[src/rtl/core/cnvp_pkg.sv]
package cnvp_pkg;

    // Longest string accepted; a terminator at offset MAX_LEN still ends the parse.
    localparam int MAX_LEN = 4096;
    // Position counter holds 0..MAX_LEN.
    localparam int POS_W   = $clog2(MAX_LEN + 1);
    // Fixed width of the offset fields in a result.
    localparam int OFS_W   = 13;

    localparam logic [7:0] CH_NUL  = 8'h00;
    localparam logic [7:0] CH_SEMI = 8'h3B;
    localparam logic [7:0] CH_EQ   = 8'h3D;

    typedef enum logic [1:0] {
        ST_OK         = 2'd0,
        ST_EMPTY_NAME = 2'd1,
        ST_BAD_CHAR   = 2'd2,
        ST_TOO_LONG   = 2'd3
    } status_t;

    typedef struct packed {
        status_t            status;
        logic [OFS_W-1:0]   name_end;
        logic [OFS_W-1:0]   value_start;
        logic [OFS_W-1:0]   value_end;
    } result_t;

    // C-locale isspace: HT, LF, VT, FF, CR and space.
    function automatic logic is_ws(input logic [7:0] c);
        return (c == 8'h20) || ((c >= 8'h09) && (c <= 8'h0D));
    endfunction

endpackage

[src/rtl/core/cnvp_engine.sv]
module cnvp_engine (
    input  logic             aclk,
    input  logic             aresetn,
    input  logic             item_valid,
    input  logic [7:0]       ch,
    input  logic             start_req,
    output logic             res_valid,
    output cnvp_pkg::result_t res
);
    import cnvp_pkg::*;

    typedef enum logic [2:0] {
        PH_DONE  = 3'd0,
        PH_NAME  = 3'd1,
        PH_SKIP1 = 3'd2,
        PH_EQ    = 3'd3,
        PH_SKIP2 = 3'd4,
        PH_VALUE = 3'd5
    } phase_t;

    phase_t             phase_reg, phase_next;
    logic [POS_W-1:0]   pos_reg, pos_next;
    logic [POS_W-1:0]   ne_reg, ne_next;
    logic [POS_W-1:0]   vs_reg, vs_next;
    logic [POS_W-1:0]   ve_reg, ve_next;

    logic               fin;
    logic               term;
    logic               ws;
    logic [POS_W-1:0]   p;
    status_t            st;
    logic [POS_W-1:0]   r_ne, r_vs, r_ve;

    // One byte of the parse, phases fall through in order within the byte.
    always_comb begin
        phase_next = phase_reg;
        pos_next   = pos_reg;
        ne_next    = ne_reg;
        vs_next    = vs_reg;
        ve_next    = ve_reg;
        fin        = 1'b0;
        st         = ST_OK;
        r_ne       = '0;
        r_vs       = '0;
        r_ve       = '0;
        ws         = is_ws(ch);
        term       = (ch == CH_SEMI) || (ch == CH_EQ) || (ch == CH_NUL) || ws;

        if (start_req) begin
            phase_next = PH_NAME;
            pos_next   = '0;
            ne_next    = '0;
            vs_next    = '0;
            ve_next    = '0;
        end
        p = pos_next;

        if (phase_next != PH_DONE) begin
            if (phase_next == PH_NAME && term) begin
                if (p == '0) begin
                    fin = 1'b1;
                    st  = ST_EMPTY_NAME;
                end else begin
                    ne_next    = p;
                    phase_next = PH_SKIP1;
                end
            end
            if (!fin) begin
                if (phase_next == PH_SKIP1) begin
                    if (ch == CH_NUL || ch == CH_SEMI) begin
                        fin  = 1'b1;
                        st   = ST_OK;
                        r_ne = ne_next;
                        r_vs = p;
                        r_ve = p;
                    end else if (ch == CH_EQ) begin
                        phase_next = PH_EQ;
                    end else if (!ws) begin
                        fin  = 1'b1;
                        st   = ST_BAD_CHAR;
                        r_ne = ne_next;
                    end
                end else if (phase_next == PH_EQ) begin
                    if (ch != CH_EQ) phase_next = PH_SKIP2;
                end
            end
            if (!fin && phase_next == PH_SKIP2 && !ws) begin
                vs_next    = p;
                ve_next    = p;
                phase_next = PH_VALUE;
            end
            if (!fin && phase_next == PH_VALUE) begin
                if (ch == CH_NUL || ch == CH_SEMI) begin
                    fin  = 1'b1;
                    st   = ST_OK;
                    r_ne = ne_next;
                    r_vs = vs_next;
                    r_ve = ve_next;
                end else if (!ws) begin
                    ve_next = p + POS_W'(1);
                end
            end
            if (!fin) begin
                if (p >= POS_W'(MAX_LEN)) begin
                    fin = 1'b1;
                    st  = ST_TOO_LONG;
                end else begin
                    pos_next = p + POS_W'(1);
                end
            end
            if (fin) phase_next = PH_DONE;
        end
    end

    assign res_valid       = item_valid && fin;
    assign res.status      = st;
    assign res.name_end    = OFS_W'(r_ne);
    assign res.value_start = OFS_W'(r_vs);
    assign res.value_end   = OFS_W'(r_ve);

    always_ff @(posedge aclk) begin
        if (!aresetn) begin
            phase_reg <= PH_DONE;
            pos_reg   <= '0;
            ne_reg    <= '0;
            vs_reg    <= '0;
            ve_reg    <= '0;
        end else if (item_valid) begin
            phase_reg <= phase_next;
            pos_reg   <= pos_next;
            ne_reg    <= ne_next;
            vs_reg    <= vs_next;
            ve_reg    <= ve_next;
        end
    end

endmodule

[src/rtl/core/cnvp_out_buf.sv]
module cnvp_out_buf (
    input  logic                    aclk,
    input  logic                    aresetn,
    input  logic                    load,
    input  cnvp_pkg::result_t       load_data,
    output logic                    free,
    output logic                    m_valid,
    input  logic                    m_ready,
    output logic [1:0]              m_status,
    output logic [cnvp_pkg::OFS_W-1:0] m_name_end,
    output logic [cnvp_pkg::OFS_W-1:0] m_value_start,
    output logic [cnvp_pkg::OFS_W-1:0] m_value_end
);
    import cnvp_pkg::*;

    logic    valid_reg;
    result_t data_reg;

    // Slot can take a new result when empty or draining this cycle.
    assign free = !valid_reg || m_ready;

    always_ff @(posedge aclk) begin
        if (!aresetn) begin
            valid_reg <= 1'b0;
        end else if (free) begin
            valid_reg <= load;
        end
    end

    always_ff @(posedge aclk) begin
        if (free && load) begin
            data_reg <= load_data;
        end
    end

    assign m_valid       = valid_reg;
    assign m_status      = data_reg.status;
    assign m_name_end    = data_reg.name_end;
    assign m_value_start = data_reg.value_start;
    assign m_value_end   = data_reg.value_end;

endmodule

[src/rtl/core/cookie_name_value_parser_top.sv]
// Cookie name/value parser. Feed the bytes of a cookie string one per transfer
// on s_ch, with s_start_req high on the first byte of each string (offset 0);
// a start always abandons any parse in progress. For each string that is not
// abandoned, exactly one result transfer appears on the m_ side: m_status (0
// ok, 1 empty name, 2 junk after the name, 3 too long) with the name end,
// value start and value end offsets of the first "name [= value]" pair. Error
// results carry zero for the offsets they do not define. Bytes after the
// result, and bytes with no start seen since reset, are dropped. A byte is
// taken every cycle while the result slot is free: the per-byte parse step is
// combinational logic between the input register and the result register,
// which takes the result of the byte that ends the string, raising m_valid.
// With the result slot full and m_ready low, one more byte is taken into the
// input register before s_ready drops.
module cookie_name_value_parser_top (
    input  logic                        aclk,
    input  logic                        aresetn,
    input  logic                        s_valid,
    output logic                        s_ready,
    input  logic [7:0]                  s_ch,
    input  logic                        s_start_req,
    output logic                        m_valid,
    input  logic                        m_ready,
    output logic [1:0]                  m_status,
    output logic [cnvp_pkg::OFS_W-1:0]  m_name_end,
    output logic [cnvp_pkg::OFS_W-1:0]  m_value_start,
    output logic [cnvp_pkg::OFS_W-1:0]  m_value_end
);
    import cnvp_pkg::*;

    // input register
    logic       in_valid_reg;
    logic [7:0] ch_reg;
    logic       start_reg;

    logic       out_free;
    logic       advance;
    logic       res_valid;
    result_t    res;

    // The held byte moves through the parse step only when the result slot
    // can take whatever it produces.
    assign advance = in_valid_reg && out_free;
    assign s_ready = !in_valid_reg || out_free;

    always_ff @(posedge aclk) begin
        if (!aresetn) begin
            in_valid_reg <= 1'b0;
        end else if (s_ready) begin
            in_valid_reg <= s_valid;
        end
    end

    always_ff @(posedge aclk) begin
        if (s_valid && s_ready) begin
            ch_reg    <= s_ch;
            start_reg <= s_start_req;
        end
    end

    cnvp_engine u_engine (
        .aclk       (aclk),
        .aresetn    (aresetn),
        .item_valid (advance),
        .ch         (ch_reg),
        .start_req  (start_reg),
        .res_valid  (res_valid),
        .res        (res)
    );

    cnvp_out_buf u_out_buf (
        .aclk          (aclk),
        .aresetn       (aresetn),
        .load          (res_valid),
        .load_data     (res),
        .free          (out_free),
        .m_valid       (m_valid),
        .m_ready       (m_ready),
        .m_status      (m_status),
        .m_name_end    (m_name_end),
        .m_value_start (m_value_start),
        .m_value_end   (m_value_end)
    );

endmodule

[config.mk]
export PLATFORM = sky130hd
export DESIGN_NAME = cookie_name_value_parser_top
export DESIGN_NICKNAME = d
export VERILOG_FILES = /design/src/rtl/core/cnvp_pkg.sv /design/src/rtl/core/cnvp_engine.sv /design/src/rtl/core/cnvp_out_buf.sv /design/src/rtl/core/cookie_name_value_parser_top.sv
export SDC_FILE = /design/constraint.sdc
export NUM_CORES = 1
export LEC_CHECK = 0
export ABC_AREA = 1
export BUFFER_PORTS_ARGS = -buffer_cell sky130_fd_sc_hd__buf_2
export CORE_AREA = 2 2 167 120
export DETAILED_ROUTE_END_ITERATION = 7
export DIE_AREA = 0 0 169 122
export SYNTH_ARGS = -nofsm -noshare
export SYNTH_HDL_FRONTEND = slang
export SYNTH_SLANG_ARGS = --single-unit
[constraint.sdc]
create_clock -name aclk -period 3.6 [get_ports aclk]
set_input_delay 0.9 -clock aclk [delete_from_list [all_inputs] [get_ports aclk]]
set_output_delay 0.9 -clock aclk [all_outputs]
set_load 0.03 [all_outputs]
==> out/metrics.cfg <==
[yosys]
synth-main-ff-cell=sky130_fd_sc_hd__dfxtp_1
post_synth_cell_types=31
seq_cells_post_synth=107
syn_area_per_cell_um2=7.42
post_synth_xor_area_fraction_pct=1.56
post_synth_fa_ha_maj_area_fraction_pct=0.447
muxShareOfSynthArea_pct=0
synth.yosys.seq_area_share_pct=47.2
basic_gate_share_of_the_synthesized_area_counting_and_or_nand_and_nor_cells_pct=26.6
main_combinational_cell_family_by_area_after_synthesis=simple AND/OR/NAND/NOR gates
netlist_instances=754
synth-edff-count=50
syn-num-nets=769
synth-compound-area-share_pct=15.2
async_reset_ff_share_pct=0
post_synth_instance_area_um2=5600
synth-warning-count=0

[floorplanning]
std_cell_rows=43
core_um2=19300
die_h_um=122
die-width_um=169
starting_density_pct=29.1
die-area_um2=20600
io-pin-count=56

[sta]
grt_setup_unrepaired=no
hold_viol=0
post-route-min-period_ns=3.12
finalClockSkew_ns=0.0172
timing.max_slew.rel_slack_pct=40.2
final.hold.worst_slack_ns=0.463
worst_pin_slew_ns=0.896
fmax_mhz=321
setup_viol=0
final.period_utilization_pct=86.6
timing.setup.tns_ns=0
final.setup.worst_slack_ns=0.482
timing_max_transition_violations_final=0

[global_routing]
grt_remaining_overflow=0
grt_max_degree=48
grt_first_pass_wirelength_um=25000
grt_antenna_before_repair=0
gr-usage-all-layers_pct=15.2
grt_pass1_vias=4731

[place]
place_hpwl_um=10300
io_buffer_count=55
place_area_um2=6160
placed_cells_incl_taps=1033
routability_congestion_estimate=0.950
post-place-ws_ns=0.545

[drt]
totalWireLength_um=14900
initialDrtViolationCount=546
drt-pass1-iter-count=6
route.detailed.wl_per_inst_um=14.2
vias=5146
drc_errors=0
ant_nets=0
route.detailed.vias_per_inst=4.91

[power]
p_per_area_nw_per_um2=388
cellLeakagePower_nw=2.44
irDropWorstVdd_mv=0.236
total_power_mw=2.50

[worst_setup_path]
critical_path_peak_fanout=41
timing.critical_path.arrival_ns=3.16
worstSetupStartpointType=register
critical_path.startpoint=start_reg$_DFFE_PP_
setup.worst_path.end_class=register
startpoint_of_the_lowest_slack_register_to_register_path=start_reg$_DFFE_PP_
required_ns=3.65
critPathKind=register to register

[cells_and_area]
insertedDiodeCount=0
final.fill_count=2064
area_delta_synth_final_pct=15.2
stdcell_area_um2=6450
layout_commonest_cell=sky130_fd_sc_hd__nand2_1
post-route-util_pct=33.5
layout-drive-gt1-share_pct=13.5
final_cell_mix=207 x sky130_fd_sc_hd__nand2_1, 71 x sky130_fd_sc_hd__inv_1, 65 x sky130_fd_sc_hd__o21ai_0
finish.cell_count_without_fillers=1049
layout.nets=812

[clock_tree]
cts-root-to-sink-buffers=2
ctsRootBufferMaster=sky130_fd_sc_hd__clkbuf_16
clock_latency_ns=0.36
cts.sink_count=107
ctsHtreeMaxLevel=3
post_cts_hold_buffer_count=0
cts.repair.resized=0
cts_post_setup_buffers_inserted=0
clock_tree_from_tritoncts=built
worst_setup_hold_path_clk_slew_ns=0.08
cts_inserted_buffers=9

[job]
maxCapViolCount=0

[run_status]
run_status=finished, final reports clean

[hold_path]
min_from=u_engine.vs_reg[6]$_SDFFE_PN0P_
worst_hold_path_type=register to register

[per-layer routing]
| metal | global-route usage [%] | wire, um |
|---|---|---|
| met5 | 0 | 0 |
| met4 | 4.01 | 193 |
| met3 | 3.51 | 1170 |
| met2 | 21.8 | 6060 |
| met1 | 22.9 | 7510 |
[power by group]
part | switching (mW) | total [mW] | leakage [nW] | internal [mW]
Clock | 0.499 | 0.985 | 0.143 | 0.486
Sequential | 0.0170 | 1.31 | 0.914 | 1.29
Combinational | 0.153 | 0.212 | 1.38 | 0.0589
[cell type report]
type                       count  area [um^2]  share of cell area [%]
timing repair buffer          77          465                    7.21
clock buffer                   9          225                    3.49
multi-input combinational    525         2450                    38.0
sequential                   107         2640                    41.0
inverter                      77          289                    4.48
tap                          247          309                    4.79
clock inverter                 7         66.3                    1.03
[logic make-up (layout without fill, tap and decap cells)]
family	count (synthesis)	after routing
simple gates	354	354
buf+inv	122	170
compound gates	159	159
flops	107	107
fa+ha+maj	2	2
xor+xnor	10	10
[synthesized netlist by cell type, types with 3 or more instances]
cell                         n  area share (%)
sky130_fd_sc_hd__buf_4       4            0.54
sky130_fd_sc_hd__buf_2       5            0.45
sky130_fd_sc_hd__o21ai_0    65             5.8
sky130_fd_sc_hd__a21oi_1    55             4.9
sky130_fd_sc_hd__nand2_2     3            0.34
sky130_fd_sc_hd__or2_2       3            0.34
sky130_fd_sc_hd__inv_2       5            0.34
sky130_fd_sc_hd__o21a_1     15             2.0
sky130_fd_sc_hd__nand4_1    14             1.6
sky130_fd_sc_hd__clkbuf_1   27             1.8
sky130_fd_sc_hd__nor2_1     61             4.1
sky130_fd_sc_hd__nand2_1   207              14
sky130_fd_sc_hd__buf_6       3            0.60
sky130_fd_sc_hd__inv_1      71             4.8
sky130_fd_sc_hd__nor3_1      7            0.63
sky130_fd_sc_hd__edfxtp_1   50              27
sky130_fd_sc_hd__buf_1       6            0.40
sky130_fd_sc_hd__nand3_1    52             4.6
sky130_fd_sc_hd__o21ai_1    11            0.98
sky130_fd_sc_hd__nand3_2     3            0.54
sky130_fd_sc_hd__a31oi_1    10             1.1
sky130_fd_sc_hd__xor2_1      9             1.4
sky130_fd_sc_hd__dfxtp_1    57              20
[final timing paths]
check        cells after the start  slack [ns]                                       end
max                             18        0.48  u_out_buf.m_value_start[6]$_SDFFCE_PP0P_
min                              2        0.46           u_engine.vs_reg[6]$_SDFFE_PN0P_
max reg2reg                     18        0.48  u_out_buf.m_value_start[6]$_SDFFCE_PP0P_
min reg2reg                      2        0.46           u_engine.vs_reg[6]$_SDFFE_PN0P_
[worst max-delay path, cell delays in order (launching register included)]
cell	delay (ns)
sky130_fd_sc_hd__edfxtp_1	0.48
sky130_fd_sc_hd__inv_2	0.35
sky130_fd_sc_hd__nand2_1	0.19
sky130_fd_sc_hd__inv_1	0.13
sky130_fd_sc_hd__nor3_1	0.06
sky130_fd_sc_hd__nand3_1	0.11
sky130_fd_sc_hd__nand3_2	0.15
sky130_fd_sc_hd__o21ai_1	0.13
sky130_fd_sc_hd__nand2_1	0.09
sky130_fd_sc_hd__inv_1	0.08
sky130_fd_sc_hd__nand3_1	0.09
sky130_fd_sc_hd__nand2_1	0.10
sky130_fd_sc_hd__inv_2	0.12
sky130_fd_sc_hd__nand2_1	0.11
sky130_fd_sc_hd__nor2_1	0.07
sky130_fd_sc_hd__inv_1	0.07
sky130_fd_sc_hd__nand2_1	0.07
sky130_fd_sc_hd__inv_1	0.11
sky130_fd_sc_hd__buf_12	0.22
Note: power is estimated with default switching activity, not from simulation.
